$ cat config.mk
export PLATFORM = sky130hd
export DESIGN_NAME = skrt_cell
export DESIGN_NICKNAME = d
export VERILOG_FILES = /design/src/rtl/skrt_pkg.sv /design/src/rtl/skrt_cell.sv
export SDC_FILE = /design/constraint.sdc
export NUM_CORES = 1
export LEC_CHECK = 0
export BUFFER_PORTS_ARGS = -buffer_cell sky130_fd_sc_hd__buf_2
export CORE_AREA = 5 5 199 201
export DETAILED_ROUTE_END_ITERATION = 8
export DIE_AREA = 0 0 204 206
export SYNTH_ARGS = -nofsm -noshare
export SYNTH_HDL_FRONTEND = slang
export SYNTH_SLANG_ARGS = --single-unit
$ cat constraint.sdc
create_clock -name clk_i -period 13.9 [get_ports clk_i]
set_input_delay 1.39 -clock clk_i [delete_from_list [all_inputs] [get_ports clk_i]]
set_output_delay 1.39 -clock clk_i [all_outputs]
set_load 0.1 [all_outputs]
$ cat src/rtl/skrt_pkg.sv
// Shared types and constants of the sorted key rank table.
`timescale 1ns / 1ps
`default_nettype none
package skrt_pkg;

  // Default number of cells in the chain.
  localparam int unsigned CapacityDefault = 64;

  // Field widths of one record and of the command stream.
  localparam int unsigned KeyW    = 64;
  localparam int unsigned HandleW = 32;
  localparam int unsigned KindW   = 8;
  localparam int unsigned RankW   = 6;
  localparam int unsigned CmdW    = 2;
  localparam int unsigned OutCntW = 7;

  // Packed widths of the stream data words.
  localparam int unsigned InDataW  = 112;
  localparam int unsigned OutDataW = 120;

  // Command codes carried in the input tuser.
  typedef enum logic [CmdW-1:0] {
    CMD_INSERT = 2'd0,
    CMD_GET    = 2'd1,
    CMD_CLEAR  = 2'd2,
    CMD_NONE   = 2'd3
  } cmd_e;

  // Sequencer states of the top level.
  typedef enum logic [1:0] {
    ST_IDLE,
    ST_READ,
    ST_DONE
  } state_e;

  // One stored hit record.
  typedef struct packed {
    logic signed [KeyW-1:0] key;
    logic [HandleW-1:0]     handle;
    logic [KindW-1:0]       kind;
  } entry_t;

  // Controls broadcast from the sequencer to every cell.
  typedef struct packed {
    logic   insert_en;
    logic   read_en;
    entry_t new_entry;
  } cell_ctrl_t;

endpackage
`default_nettype wire

$ cat src/rtl/skrt_cell.sv
// One cell of the sorted chain: holds one record and a slot of the read bus.
`timescale 1ns / 1ps
`default_nettype none
module skrt_cell (
  input  wire                  clk_i,
  input  var skrt_pkg::cell_ctrl_t ctrl_i,
  input  wire                  in_use_i,    // This cell holds a live record.
  input  wire                  read_sel_i,  // This cell sits at the requested rank.
  input  wire                  left_less_i, // Left neighbor keeps its record.
  input  var skrt_pkg::entry_t left_entry_i,
  input  var skrt_pkg::entry_t left_rd_i,
  output logic                 less_o,
  output skrt_pkg::entry_t     entry_o,
  output skrt_pkg::entry_t     rd_o
);

  skrt_pkg::entry_t entry_q, entry_d;
  skrt_pkg::entry_t rd_q, rd_d;

  // A live record with a strictly smaller key stays in place.
  assign less_o = in_use_i && (entry_q.key < ctrl_i.new_entry.key);

  // On insert the cell keeps its record, takes the new one, or takes its left neighbor's.
  always_comb begin
    entry_d = entry_q;
    if (ctrl_i.insert_en && !less_o) begin
      entry_d = left_less_i ? ctrl_i.new_entry : left_entry_i;
    end
  end

  // Read bus: the selected cell drops its record in, the others pass theirs right.
  always_comb begin
    rd_d = rd_q;
    if (ctrl_i.read_en) begin
      rd_d = read_sel_i ? entry_q : left_rd_i;
    end
  end

  always_ff @(posedge clk_i) begin
    entry_q <= entry_d;
    rd_q    <= rd_d;
  end

  assign entry_o = entry_q;
  assign rd_o    = rd_q;

endmodule
`default_nettype wire

==> run_results.csv <==
group,metric,value,unit
logic_synthesis,synth_top_area_share,60.7,%
logic_synthesis,synthMuxAreaShare,22.7,%
route,drt_iter0_markers,451,
worst_setup_path,cp.required,12.51,ns
clock_network,post_cts_buffers,0,
timing,fmax,190,MHz
route,num_vias,7658,
worst_setup_path,path_max_fanout,5,
worst_setup_path,cp_cell_sequence,"buf_2, inv_1, ha_1, nand4_1, nor4_1, and3_1, o311a_1, a311o_1, o31ai_1, buf_2",
worst_setup_path,endpoint,"less_o",
clock_network,tritoncts,"built",
logic_synthesis,synthDistinctLibCells,34,
timing,hold_violations,0,
worst_setup_path,cp_data_arrival_time,3.89,ns
global_route,grtUsageTotal,15.5,%
global_route,grt_pass1_vias,8226,
place,placed_cells,1685,
floorplan,num_io_pins,527,
worst_setup_path,cp-start-kind,"input pin",
logic_synthesis,yosysTopAreaCell,"edfxtp_1",
logic_synthesis,synth-main-ff-cell,"edfxtp_1",
worst_setup_path,crit_buf_inv,3,
logic_synthesis,synth_common_cells,"208 x edfxtp_1, 208 x mux2_2, 64 x inv_1, 63 x ha_1, 25 x a21oi_1",
logic_synthesis,yosys_warnings,0,
global_route,grt_max_degree,73,
timing,tightest_slew,1.06,ns
worst_setup_path,slowest_delay,0.53,ns
logic_synthesis,synth_cells,668,
clock_network,cts_buffers,25,
timing,worst_slack,8.62,ns
global_route,globalRouteOverflowTotal,0,
floorplan,initial_utilization,27.5,%
worst_setup_path,crit_path_end_kind,"output port",
floorplan,core_area,37400,um^2
route,wl,35.4,mm
route,wl_met3,2.25,mm
timing,setup_viol_count_final,0,
logic_synthesis,yosysSeqAreaShare,60.7,%
logic_synthesis,ys_ff_latch,208,
route,wl_per_cell,20.4,um
place,numPortBuffers,526,
floorplan,dieHeight,206,um
timing,maxSlewViolCount,0,
pwr,power,2.06,mW
clock_network,clk_path_buf_depth,3,
worst_setup_path,r2r_setup_slack,9.50,ns
finish,fin_cells,1733,
route,vias_per_cell,4.42,
floorplan,die-width,204,um
worst_setup_path,critPathKind,"in2out",
place,pre_cts_ws,8.36,ns
logic_synthesis,synth-xor-area-share,0,%
finish,final_area,14300,um^2
route,wirelength_met1,14.0,mm
pwr,worst_ir_drop_vdd,0.0000942,V
finish,utilization,38.2,%
route,antenna_left,0,
timing,slew_headroom,29.7,%
logic_synthesis,synth_nets,1049,
worst_setup_path,reg2reg_from,"entry_o[103]",
place,gp_congestion,0.816,
finish,fillers,3643,
logic_synthesis,synth_edf_count,208,
logic_synthesis,yosys-top-cells-area,"edfxtp_1 61%, mux2_2 23%, ha_1 7.7%, inv_1 2.3%, a21oi_1 1.2%",
route,route.detailed.drc,0,
worst_setup_path,cp_slowest_cell,"nor4_1",
clock_network,clk_pin_slew_worst_paths,0.06,ns
global_route,antenna_found_initial,4,
timing,whs,0.576,ns
logic_synthesis,syn_area_per_cell,15.4,um^2
pwr,power_density,144,nW/um^2
worst_setup_path,critPathTopFamily,"simple AND/OR/NAND/NOR gates",
worst_setup_path,r2r-end,"entry_o[42]",
timing,finalCriticalPeriod,5.28,ns
clock_network,ctsResizeCount,0,
clock_network,root_buffer,"clkbuf_16",
worst_setup_path,crit_top_cell,"buf_2",
logic_synthesis,synth_compound_area_share,3.33,%
logic_synthesis,synth-simple-area-share,2.39,%
floorplan,die-area,42000,um^2
floorplan,rows,71,
finish,drive_gt1_share,63.6,%
worst_setup_path,crit_start,"ctrl_i[103]",
route,drt_first_pass_iters,5,
logic_synthesis,synthArstFlopShare,0,%
finish,synthToLayoutAreaGrowth,38.9,%
logic_synthesis,netlist_area,10300,um^2
logic_synthesis,synth_top_family_by_area,"multiplexers",
logic_synthesis,synth_fa_ha_area_share,7.66,%
route,wl_met2,18.2,mm
timing,clock_skew,0.0237,ns
pwr,total_leakage_power,6.31,nW
clock_network,clkLatencyLatePin,0.54,ns
clock_network,cts.sinks,208,
place,placed_area,13500,um^2
run,cap_violations,0,
worst_setup_path,r2r_cells,8,
route,top_layer_used,"met4",
worst_setup_path,path_depth,10,
place,hpwl,27.6,mm
timing,fin_tns_setup,0,ns
global_route,grt_pass1_wl,50.1,mm
finish,nets,1582,
clock_network,cts_max_level,1,
status,outcome,"finished, final reports clean",
clock_network,postCtsHoldBufs,0,
min_path,hp-class,"reg2reg",
timing,fin_crit_sh,38.0,%
timing,rsz0062_at_grt,"no",
[registers in the layout, indices dropped and copies added (netlist names)]
name,flops
entry_o,104
rd_o,104
[worst min path at each step]
stage	cells after the start	start	to	slack, ns
final	1	entry_o[30]	rd_o[30]	0.58
after global routing	1	entry_o[27]	rd_o[27]	0.59
after CTS	1	entry_o[30]	rd_o[30]	0.58
after detailed placement	1	entry_o[26]	rd_o[26]	0.56
after global placement	1	entry_o[4]	rd_o[4]	0.55
after floorplan	1	entry_o[0]	rd_o[0]	1.31
[layout make-up]
class | count | area, um^2 | area share, %
flip-flops and latches | 208 | 6250 | 43.7
multi-input cells | 372 | 3730 | 26.1
repair buffers | 530 | 2670 | 18.7
clock buffers | 30 | 644 | 4.51
well taps | 511 | 639 | 4.47
inverters | 64 | 240 | 1.68
clock inverters | 14 | 121 | 0.849
diodes | 4 | 10.0 | 0.0700
[power breakdown]
part / leakage, nW / switching, mW / internal [mW]
clock network: 0.377 / 0.262 / 0.366
logic: 3.91 / 0.502 / 0.137
registers: 2.02 / 0.0304 / 0.763
total: 6.31 / 0.794 / 1.27
[worst register-to-register path: stages, from the launching register on]
cell and delay [ns]:
edfxtp_1 0.51, ha_1 0.47, nand4_1 0.18, nor4_1 0.53, and3_1 0.41, o311a_1 0.21, a311o_1 0.20, o311a_4 0.66
buf_4 0.76
[cells in the final DEF (no fill, tap or decap), types with 3 or more instances in the layout]
cell	instances
nor2_1	6
a2111oi_0	3
a21oi_1	25
nand4_1	15
clkbuf_16	25
a21o_1	3
buf_2	523
mux2_2	208
inv_1	64
clkinv_2	6
buf_4	7
clkbuf_1	5
clkinv_1	4
ha_1	63
diode_2	4
nand2_1	11
nand3_1	5
o21ai_0	6
edfxtp_1	208
[kinds of logic after synthesis]
family,Yosys count
fa+ha+maj,63
mux,208
flops,208
buf+inv,88
simple gates,47
compound gates,54
[metal layers]
metal,vias up,track usage [%]
li1,3632,-
met1,3693,19.3
met2,278,27.2
met3,55,3.30
met4,0,4.52
met5,-,0
No activity file was read; power rests on OpenSTA's default activity.
